File: config.mk
export PLATFORM = sky130hd
export DESIGN_NAME = top_k_sorted_insert_top_flat
export DESIGN_NICKNAME = d
export VERILOG_FILES = /design/src/design/tksi_pkg.sv /design/src/design/tksi_if.sv /design/src/design/tksi_cell.sv /design/src/design/top_k_sorted_insert_top.sv /design/src/flat_wrapper.sv
export SDC_FILE = /design/constraint.sdc
export NUM_CORES = 2
export LEC_CHECK = 0
export BUFFER_PORTS_ARGS = -buffer_cell sky130_fd_sc_hd__buf_2
export CAP_MARGIN = 20
export CELL_PAD_IN_SITES_DETAIL_PLACEMENT = 1
export CELL_PAD_IN_SITES_GLOBAL_PLACEMENT = 1
export CORE_MARGIN = 3
export CORE_UTILIZATION = 35
export CTS_BUF_LIST = sky130_fd_sc_hd__clkbuf_4
export CTS_CLUSTER_DIAMETER = 40
export DETAILED_ROUTE_END_ITERATION = 12
export PLACE_DENSITY_LB_ADDON = 0.12
export SYNTH_ARGS = -nofsm -noshare
export SYNTH_HDL_FRONTEND = slang
export SYNTH_SLANG_ARGS = --single-unit
File: constraint.sdc
create_clock -name clk_i -period 4.3 [get_ports clk_i]
set_input_delay 0.215 -clock clk_i [delete_from_list [all_inputs] [get_ports clk_i]]
set_output_delay 0.215 -clock clk_i [all_outputs]
set_load 0.005 [all_outputs]
File: src/design/tksi_pkg.sv
// Package for the top-k sorted insertion table.
// Holds the table sizes, the entry record type, the cell control struct and
// the name clipping function. No dependencies.
`timescale 1ns / 1ps

package tksi_pkg;

  localparam int unsigned TABLE_ENTRIES = 8;
  localparam int unsigned NAME_CHARS    = 8;
  localparam int unsigned SECONDS_W     = 31;
  localparam int unsigned NAME_W        = 64;
  localparam int unsigned RANK_W        = 6;

  localparam logic [SECONDS_W-1:0] EMPTY_SECONDS = {SECONDS_W{1'b1}};
  localparam logic [RANK_W-1:0]    LAST_RANK     = RANK_W'(TABLE_ENTRIES - 1);

  typedef struct packed {
    logic [SECONDS_W-1:0] seconds;
    logic                 played;
    logic                 won;
    logic [NAME_W-1:0]    name;
  } entry_t;

  localparam entry_t EMPTY_ENTRY = '{
    seconds: EMPTY_SECONDS,
    played:  1'b0,
    won:     1'b0,
    name:    '0
  };

  // Control shared by every cell of the chain.
  typedef struct packed {
    logic insert;
    logic rotate;
  } cell_ctrl_t;

  // Keeps the first NAME_CHARS bytes; everything from the first zero byte on
  // is stored as zero.
  function automatic logic [NAME_W-1:0] clip_name(input logic [NAME_W-1:0] tag);
    logic [NAME_W-1:0] kept;
    logic              alive;
    kept  = '0;
    alive = 1'b1;
    for (int b = 0; b < 8; b++) begin
      if (b < NAME_CHARS) begin
        if (tag[8*b +: 8] == 8'h00) begin
          alive = 1'b0;
        end
        if (alive) begin
          kept[8*b +: 8] = tag[8*b +: 8];
        end
      end
    end
    return kept;
  endfunction

endpackage

File: src/design/tksi_if.sv
// Request channel interfaces of the top-k sorted insertion table.
// Depends on tksi_pkg for the field widths.
`timescale 1ns / 1ps

interface tksi_in_if;
  logic                             valid;
  logic                             ready;
  logic [tksi_pkg::NAME_W-1:0]      name_tag;
  logic [tksi_pkg::SECONDS_W-1:0]   finish_seconds;
  logic                             won;

  modport source (output valid, output name_tag, output finish_seconds, output won,
                  input ready);
  modport sink   (input valid, input name_tag, input finish_seconds, input won,
                  output ready);
endinterface

interface tksi_out_if;
  logic                             valid;
  logic                             ready;
  logic [tksi_pkg::RANK_W-1:0]      entry_rank;
  logic [tksi_pkg::SECONDS_W-1:0]   entry_seconds;
  logic                             entry_played;
  logic                             entry_won;
  logic [tksi_pkg::NAME_W-1:0]      entry_name;
  logic                             new_entry_here;
  logic                             last;

  modport source (output valid, output entry_rank, output entry_seconds,
                  output entry_played, output entry_won, output entry_name,
                  output new_entry_here, output last, input ready);
  modport sink   (input valid, input entry_rank, input entry_seconds,
                  input entry_played, input entry_won, input entry_name,
                  input new_entry_here, input last, output ready);
endinterface

File: src/design/tksi_cell.sv
// One slot of the sorted table chain.
// Depends on tksi_pkg for the entry record and the control struct.
`timescale 1ns / 1ps

module tksi_cell (
  input  logic                clk_i,
  input  logic                rst_ni,
  input  tksi_pkg::cell_ctrl_t ctrl_i,
  input  tksi_pkg::entry_t    new_entry_i,
  input  tksi_pkg::entry_t    left_entry_i,
  input  logic                left_better_i,
  input  tksi_pkg::entry_t    right_entry_i,
  input  logic                right_new_i,
  output logic                better_o,
  output tksi_pkg::entry_t    entry_o,
  output logic                new_o
);

  tksi_pkg::entry_t entry_q, entry_d;
  logic             new_q, new_d;

  // The new record has play count 1, so on equal time it wins only over an
  // empty slot.
  assign better_o = (new_entry_i.seconds < entry_q.seconds) ||
                    ((new_entry_i.seconds == entry_q.seconds) && !entry_q.played);

  always_comb begin
    entry_d = entry_q;
    new_d   = new_q;
    if (ctrl_i.insert) begin
      // The better flags form a suffix of the chain: the first better cell
      // takes the new record, the ones after it take their left neighbor.
      if (better_o && left_better_i) begin
        entry_d = left_entry_i;
      end else if (better_o) begin
        entry_d = new_entry_i;
      end
      new_d = better_o && !left_better_i;
    end else if (ctrl_i.rotate) begin
      entry_d = right_entry_i;
      new_d   = right_new_i;
    end
  end

  always_ff @(posedge clk_i or negedge rst_ni) begin
    if (!rst_ni) begin
      entry_q <= tksi_pkg::EMPTY_ENTRY;
      new_q   <= 1'b0;
    end else begin
      entry_q <= entry_d;
      new_q   <= new_d;
    end
  end

  assign entry_o = entry_q;
  assign new_o   = new_q;

endmodule

File: src/design/top_k_sorted_insert_top.sv
// Top level of the top-k sorted insertion table: a chain of tksi_cell slots
// and the dump sequencer. Depends on tksi_pkg, tksi_if and tksi_cell.
`timescale 1ns / 1ps

// Usage:
// in_i carries one request: a name tag, a finish time and a won flag. It is
// accepted when valid and ready are both high; ready is high only while no
// table dump is in progress.
// At the accepting edge every slot compares the new record with its own entry
// and the whole chain inserts it, dropping the worst entry.
// Starting the next cycle, out_o emits all TABLE_ENTRIES slots in rank order,
// one per cycle while ready is high, read from slot 0 while the chain rotates
// by one slot toward it on every taken result. After a full dump the table is
// back in place.
// A new request is taken only after the full dump of the last one, since the
// rotating chain has a single output port.
// When the receiver holds ready low, the chain and the rank counter hold, so
// the shown result stays put until taken.
// Reset clears every slot to the empty record (time 2147483647, play count 0)
// and returns the sequencer to idle.
module top_k_sorted_insert_top (
  input  logic              clk_i,
  input  logic              rst_ni,
  tksi_in_if.sink           in_i,
  tksi_out_if.source        out_o
);

  localparam logic ST_IDLE = 1'b0;
  localparam logic ST_DUMP = 1'b1;

  localparam int unsigned N = tksi_pkg::TABLE_ENTRIES;

  logic                          state_q, state_d;
  logic [tksi_pkg::RANK_W-1:0]   rank_q, rank_d;

  tksi_pkg::cell_ctrl_t          ctrl;
  tksi_pkg::entry_t              new_entry;
  tksi_pkg::entry_t              entries [N];
  logic [N-1:0]                  better;
  logic [N-1:0]                  new_flags;
  logic                          in_take;
  logic                          out_take;

  assign in_i.ready = (state_q == ST_IDLE);
  assign in_take    = in_i.valid && in_i.ready;
  assign out_take   = out_o.valid && out_o.ready;

  assign new_entry.seconds = in_i.finish_seconds;
  assign new_entry.played  = 1'b1;
  assign new_entry.won     = in_i.won;
  assign new_entry.name    = tksi_pkg::clip_name(in_i.name_tag);

  assign ctrl.insert = in_take;
  assign ctrl.rotate = out_take;

  for (genvar i = 0; i < N; i++) begin : g_cell
    localparam int unsigned LEFT  = (i == 0) ? 0 : i - 1;
    localparam int unsigned RIGHT = (i == N - 1) ? 0 : i + 1;

    tksi_cell u_cell (
      .clk_i         (clk_i),
      .rst_ni        (rst_ni),
      .ctrl_i        (ctrl),
      .new_entry_i   (new_entry),
      .left_entry_i  (entries[LEFT]),
      .left_better_i ((i == 0) ? 1'b0 : better[LEFT]),
      .right_entry_i (entries[RIGHT]),
      .right_new_i   (new_flags[RIGHT]),
      .better_o      (better[i]),
      .entry_o       (entries[i]),
      .new_o         (new_flags[i])
    );
  end

  always_comb begin
    state_d = state_q;
    rank_d  = rank_q;
    unique case (state_q)
      ST_IDLE: begin
        if (in_take) begin
          state_d = ST_DUMP;
          rank_d  = '0;
        end
      end
      ST_DUMP: begin
        if (out_take) begin
          rank_d = rank_q + 1'b1;
          if (rank_q == tksi_pkg::LAST_RANK) begin
            state_d = ST_IDLE;
          end
        end
      end
      default: begin
        state_d = ST_IDLE;
      end
    endcase
  end

  always_ff @(posedge clk_i or negedge rst_ni) begin
    if (!rst_ni) begin
      state_q <= ST_IDLE;
      rank_q  <= '0;
    end else begin
      state_q <= state_d;
      rank_q  <= rank_d;
    end
  end

  assign out_o.valid          = (state_q == ST_DUMP);
  assign out_o.entry_rank     = rank_q;
  assign out_o.entry_seconds  = entries[0].seconds;
  assign out_o.entry_played   = entries[0].played;
  assign out_o.entry_won      = entries[0].won;
  assign out_o.entry_name     = entries[0].name;
  assign out_o.new_entry_here = new_flags[0];
  assign out_o.last           = (rank_q == tksi_pkg::LAST_RANK);

`ifndef NO_ASSERTIONS
  // An accepted request always starts a dump in the next cycle.
  a_insert_starts_dump: assert property (@(posedge clk_i) disable iff (!rst_ni)
    in_take |=> (out_o.valid && rank_q == '0))
    else $error("dump did not start after an accepted request");

  // At most one slot carries the mark of the record just inserted.
  a_single_new_mark: assert property (@(posedge clk_i) disable iff (!rst_ni)
    $countones(new_flags) <= 1)
    else $error("more than one slot marked as new");

  // Taking the last result ends the dump and reopens the input.
  a_last_ends_dump: assert property (@(posedge clk_i) disable iff (!rst_ni)
    (out_take && out_o.last) |=> (!out_o.valid && in_i.ready))
    else $error("dump did not end after the last result");

  // A stalled result keeps its rank and slot contents.
  a_stall_holds: assert property (@(posedge clk_i) disable iff (!rst_ni)
    (out_o.valid && !out_o.ready) |=> ($stable(rank_q) && $stable(entries[0])))
    else $error("table moved while the receiver stalled");
`endif

endmodule
File: src/flat_wrapper.sv
// flat-port wrapper written by rule: the top's interface ports become plain ports
module top_k_sorted_insert_top_flat 
  (clk_i, rst_ni, in_i_valid, in_i_name_tag, in_i_finish_seconds, in_i_won, in_i_ready, out_o_valid, out_o_entry_rank, out_o_entry_seconds, out_o_entry_played, out_o_entry_won, out_o_entry_name, out_o_new_entry_here, out_o_last, out_o_ready);
  tksi_in_if in_i_i ();
  tksi_out_if out_o_i ();
  input  logic clk_i;
  input  logic rst_ni;
  input wire logic [$bits(in_i_i.valid)-1:0] in_i_valid;
  input wire logic [$bits(in_i_i.name_tag)-1:0] in_i_name_tag;
  input wire logic [$bits(in_i_i.finish_seconds)-1:0] in_i_finish_seconds;
  input wire logic [$bits(in_i_i.won)-1:0] in_i_won;
  output wire logic [$bits(in_i_i.ready)-1:0] in_i_ready;
  output wire logic [$bits(out_o_i.valid)-1:0] out_o_valid;
  output wire logic [$bits(out_o_i.entry_rank)-1:0] out_o_entry_rank;
  output wire logic [$bits(out_o_i.entry_seconds)-1:0] out_o_entry_seconds;
  output wire logic [$bits(out_o_i.entry_played)-1:0] out_o_entry_played;
  output wire logic [$bits(out_o_i.entry_won)-1:0] out_o_entry_won;
  output wire logic [$bits(out_o_i.entry_name)-1:0] out_o_entry_name;
  output wire logic [$bits(out_o_i.new_entry_here)-1:0] out_o_new_entry_here;
  output wire logic [$bits(out_o_i.last)-1:0] out_o_last;
  input wire logic [$bits(out_o_i.ready)-1:0] out_o_ready;
  assign in_i_i.valid = in_i_valid;
  assign in_i_i.name_tag = in_i_name_tag;
  assign in_i_i.finish_seconds = in_i_finish_seconds;
  assign in_i_i.won = in_i_won;
  assign in_i_ready = in_i_i.ready;
  assign out_o_valid = out_o_i.valid;
  assign out_o_entry_rank = out_o_i.entry_rank;
  assign out_o_entry_seconds = out_o_i.entry_seconds;
  assign out_o_entry_played = out_o_i.entry_played;
  assign out_o_entry_won = out_o_i.entry_won;
  assign out_o_entry_name = out_o_i.entry_name;
  assign out_o_new_entry_here = out_o_i.new_entry_here;
  assign out_o_last = out_o_i.last;
  assign out_o_i.ready = out_o_ready;
  top_k_sorted_insert_top u_core (.clk_i(clk_i), .rst_ni(rst_ni), .in_i(in_i_i), .out_o(out_o_i));
endmodule
==> impl_metrics.json <==
{
  "vias_per_cell": 5.996,
  "critPathMaxFanout": 20,
  "cp.arrival_ps": 5250,
  "num_rows": 135,
  "antenna_found_initial": 7,
  "synthCells": 5284,
  "wl_per_cell_um": 27.50,
  "cts_made_buffers": 236,
  "ioPinCount": 207,
  "port_buffers": 206,
  "ys_types": 69,
  "fp.dieW_um": 376.7,
  "syn_nets": 5633,
  "rsz0062_at_grt": "false",
  "clk_latency_ps": 1240,
  "crit_chain": "inv_1, ha_1, nand4_1, nor4bb_1, buf_4, nand3_1, nand2_1, o2bb2ai_2, o21ai_4, buf_12, buf_12, nor2_1, a31oi_1, dlygate4sd3_1",
  "clock_sinks": 791,
  "ant_nets": 0,
  "vias": 45010,
  "cts_tree": "done",
  "relSlewSlack_pct": 22.57,
  "vdd.ir_drop.worst_uv": 448.9,
  "crit_top_cell": "buf_12",
  "area_delta_synth_final_pct": 17.14,
  "finalPower_w": 0.03847,
  "place_worst_setup_slack_ps": 248.6,
  "finalCritPeriodShare_pct": 94.66,
  "tightestPinTransition_ps": 1159,
  "worst-setup-path-type": "flop to flop",
  "post_cts_buffers": 0,
  "finClkSkew_ps": 98.17,
  "stdcell_count": 7507,
  "cts_root_buffer": "clkbuf_4",
  "hold_viol_final": 0,
  "layout-drive-gt1-share_pct": 18.43,
  "worst_slack_ps": 229.7,
  "p_per_area_nw_per_um2": 683.0,
  "globalRouteOverflowTotal": 0,
  "syn_area_um2": 48090,
  "gp_congestion": 0.8212,
  "start_util_pct": 35.37,
  "dp.cells": 6864,
  "clk_pin_slew_worst_paths_ps": 60,
  "nFillCells": 15570,
  "synth_seq_cells": 791,
  "grt_max_degree": 136,
  "drcViolationCount": 0,
  "final_max_slew_viol_count": 0,
  "die_area_um2": 141900,
  "dpl.hpwl_um": 123800,
  "grt_pass1_vias": 46780,
  "ys_seq_area_share_pct": 41.81,
  "fin_nets": 5885,
  "drt_iter0_drc": 3188,
  "cts-resized-gates": 0,
  "required_ps": 5470,
  "dieHeight_um": 376.7,
  "synth-main-ff-cell": "dfrtp_1",
  "fin_tns_setup_ps": 0,
  "layout_commonest_cell": "o21ai_0",
  "grtUsageTotal_pct": 28.62,
  "p_leak_nw": 24.90,
  "start_kind": "flop",
  "htreeDepth": 4,
  "core_area_um2": 136000,
  "final-setup-viol-count": 0,
  "worst_path_max_delay_cell": "dfstp_2",
  "cp-end-kind": "flop",
  "area.sequential_um2": 20110,
  "wl_um": 206500,
  "synthArstFlopShare_pct": 100.0,
  "synth_edf_count": 0,
  "layout_common_cells": "582 x o21ai_0, 542 x dfrtp_1, 450 x mux2i_1",
  "hp-class": "primary input to flop",
  "cpPeakStageDelay_ps": 630,
  "drv_cap": 0,
  "status": "finished clean",
  "grt_pass1_wl_um": 310900,
  "clk_path_buf_depth": 3,
  "fmax_ghz": 0.2457,
  "multi_input_area_um2": 24560,
  "first_pass_iters": 6,
  "min_period_ps": 4070,
  "finish.utilization_pct": 41.43,
  "synth_warnings": 0,
  "syn_avg_cell_area_um2": 9.101
}
-- Yosys cell counts (all sizes together), types with 3 or more instances --
cell | number | share of area [%]
a31oi | 98 | 1.3
a21o | 13 | 0.20
nand3 | 70 | 0.74
dfstp | 248 | 14
o21a | 3 | 0.047
buf | 194 | 2.6
o21ai | 612 | 6.4
a22o | 22 | 0.40
and4 | 6 | 0.11
a22oi | 59 | 0.92
o31ai | 52 | 0.81
a2bb2oi | 45 | 0.82
ha | 249 | 6.5
o211ai | 44 | 0.70
clkbuf | 395 | 3.1
inv | 249 | 1.9
nand2 | 444 | 3.5
nor3 | 39 | 0.43
nor2b | 10 | 0.13
or2 | 5 | 0.065
and3 | 49 | 0.64
nand3b | 9 | 0.14
nand2b | 20 | 0.26
a21oi | 268 | 2.8
o22ai | 123 | 1.6
or3 | 9 | 0.12
a32o | 6 | 0.12
nand4 | 47 | 0.61
dfrtp | 543 | 28
nor4 | 27 | 0.39
a221oi | 11 | 0.20
a32oi | 349 | 6.4
mux2i | 450 | 9.4
nor2 | 397 | 3.1
and2 | 53 | 0.69
or4 | 6 | 0.10
nand4b | 7 | 0.13
a211oi | 30 | 0.47
a31o | 3 | 0.055
-- report_power, final --
| part | internal [W] | leakage (nW) | switching [W] |
|---|---|---|---|
| logic | 0.00667 | 13.7 | 0.00890 |
| registers | 0.0117 | 9.43 | 0.00368 |
| clock network | 0.00375 | 1.76 | 0.00374 |
| total | 0.0222 | 24.9 | 0.0163 |
-- cells by family (layout without fill, tap and decap cells) --
| kind of cell | Yosys count | in the layout | share of synthesized area (%) |
|---|---|---|---|
| AOI/OAI and AO/OA | 1757 | 1757 | 23.52 |
| and+or+nand+nor | 1199 | 1199 | 11.18 |
| buffers and inverters | 838 | 1269 | 7.649 |
| DFF | 791 | 791 | 41.81 |
| muxes | 450 | 450 | 9.366 |
| adders and majority gates | 249 | 249 | 6.478 |
| other | 0 | 11 | 0 |
-- state kept, by name, summed over array words and instances (netlist names) --
name / count
u_core.g_cell.u_cell.entry_o: 776
u_core.g_cell.u_cell.new_o: 8
u_core.out_o.entry_rank: 6
u_core.out_o.valid: 1
-- area by class of cell --
class	instances	share of cell area, %
Clock inverter	78	0.7707
Multi-Input combinational cell	3655	43.59
Inverter	249	1.659
Sequential cell	791	35.70
Timing Repair Buffer	603	9.759
Clock buffer	339	4.518
Antenna cell	11	0.04886
Tap cell	1781	3.956
-- metal layers --
layer  GRT usage (%)  wire (um)  vias to the layer above  share of wire (%)
met3           4.619      10670                      320                5.2
met4           9.070       5478                        0                2.7
met2           46.83      97370                     1368                 47
met1           38.66      92960                    23320                 45
met5               0          0                        -                  0
li1                -          -                    20000                  -
-- per-stage QoR --
step	instance area [um^2]	hold WS (ps)
after floorplan	48090	-80.59
after global placement	51150	230.1
after detailed placement	51150	231.7
after CTS	56310	2.342
after global routing	56320	74.60
final	56330	185.9
-- worst paths after layout --
check                      slack [ps]  depth (start not counted)                                   to                                start
setup reg to reg                  230                         14   u_core.g_cell[0].u_cell.entry_o[5]  u_core.g_cell[0].u_cell.entry_o[95]
hold / removal                    190                          5  u_core.g_cell[6].u_cell.entry_o[74]               in_i_finish_seconds[8]
hold reg to reg                   450                          2  u_core.g_cell[3].u_cell.entry_o[52]  u_core.g_cell[4].u_cell.entry_o[52]
min in group asynchronous         310                          4   u_core.g_cell[2].u_cell.entry_o[0]                               rst_ni
setup / recovery                  230                         14   u_core.g_cell[0].u_cell.entry_o[5]  u_core.g_cell[0].u_cell.entry_o[95]
max in group asynchronous        2730                          6  u_core.g_cell[0].u_cell.entry_o[89]                               rst_ni
-- worst max-delay path, delay by kind of cell (launching register included) --
kind | cells | cell delay (ps)
and+or+nand+nor | 5 | 1160
DFF | 1 | 630
AOI/OAI and AO/OA | 3 | 580
buffers and inverters | 5 | 1300
adders and majority gates | 1 | 320
-- repair_timing --
| item | in CTS | in global routing |
|---|---|---|
| hold endpoints to repair | 1473 | 0 |
| hold buffers | 215 | 0 |
| endpoints found under the setup margin | 0 | 0 |
Note: power is estimated with default switching activity, not from simulation.
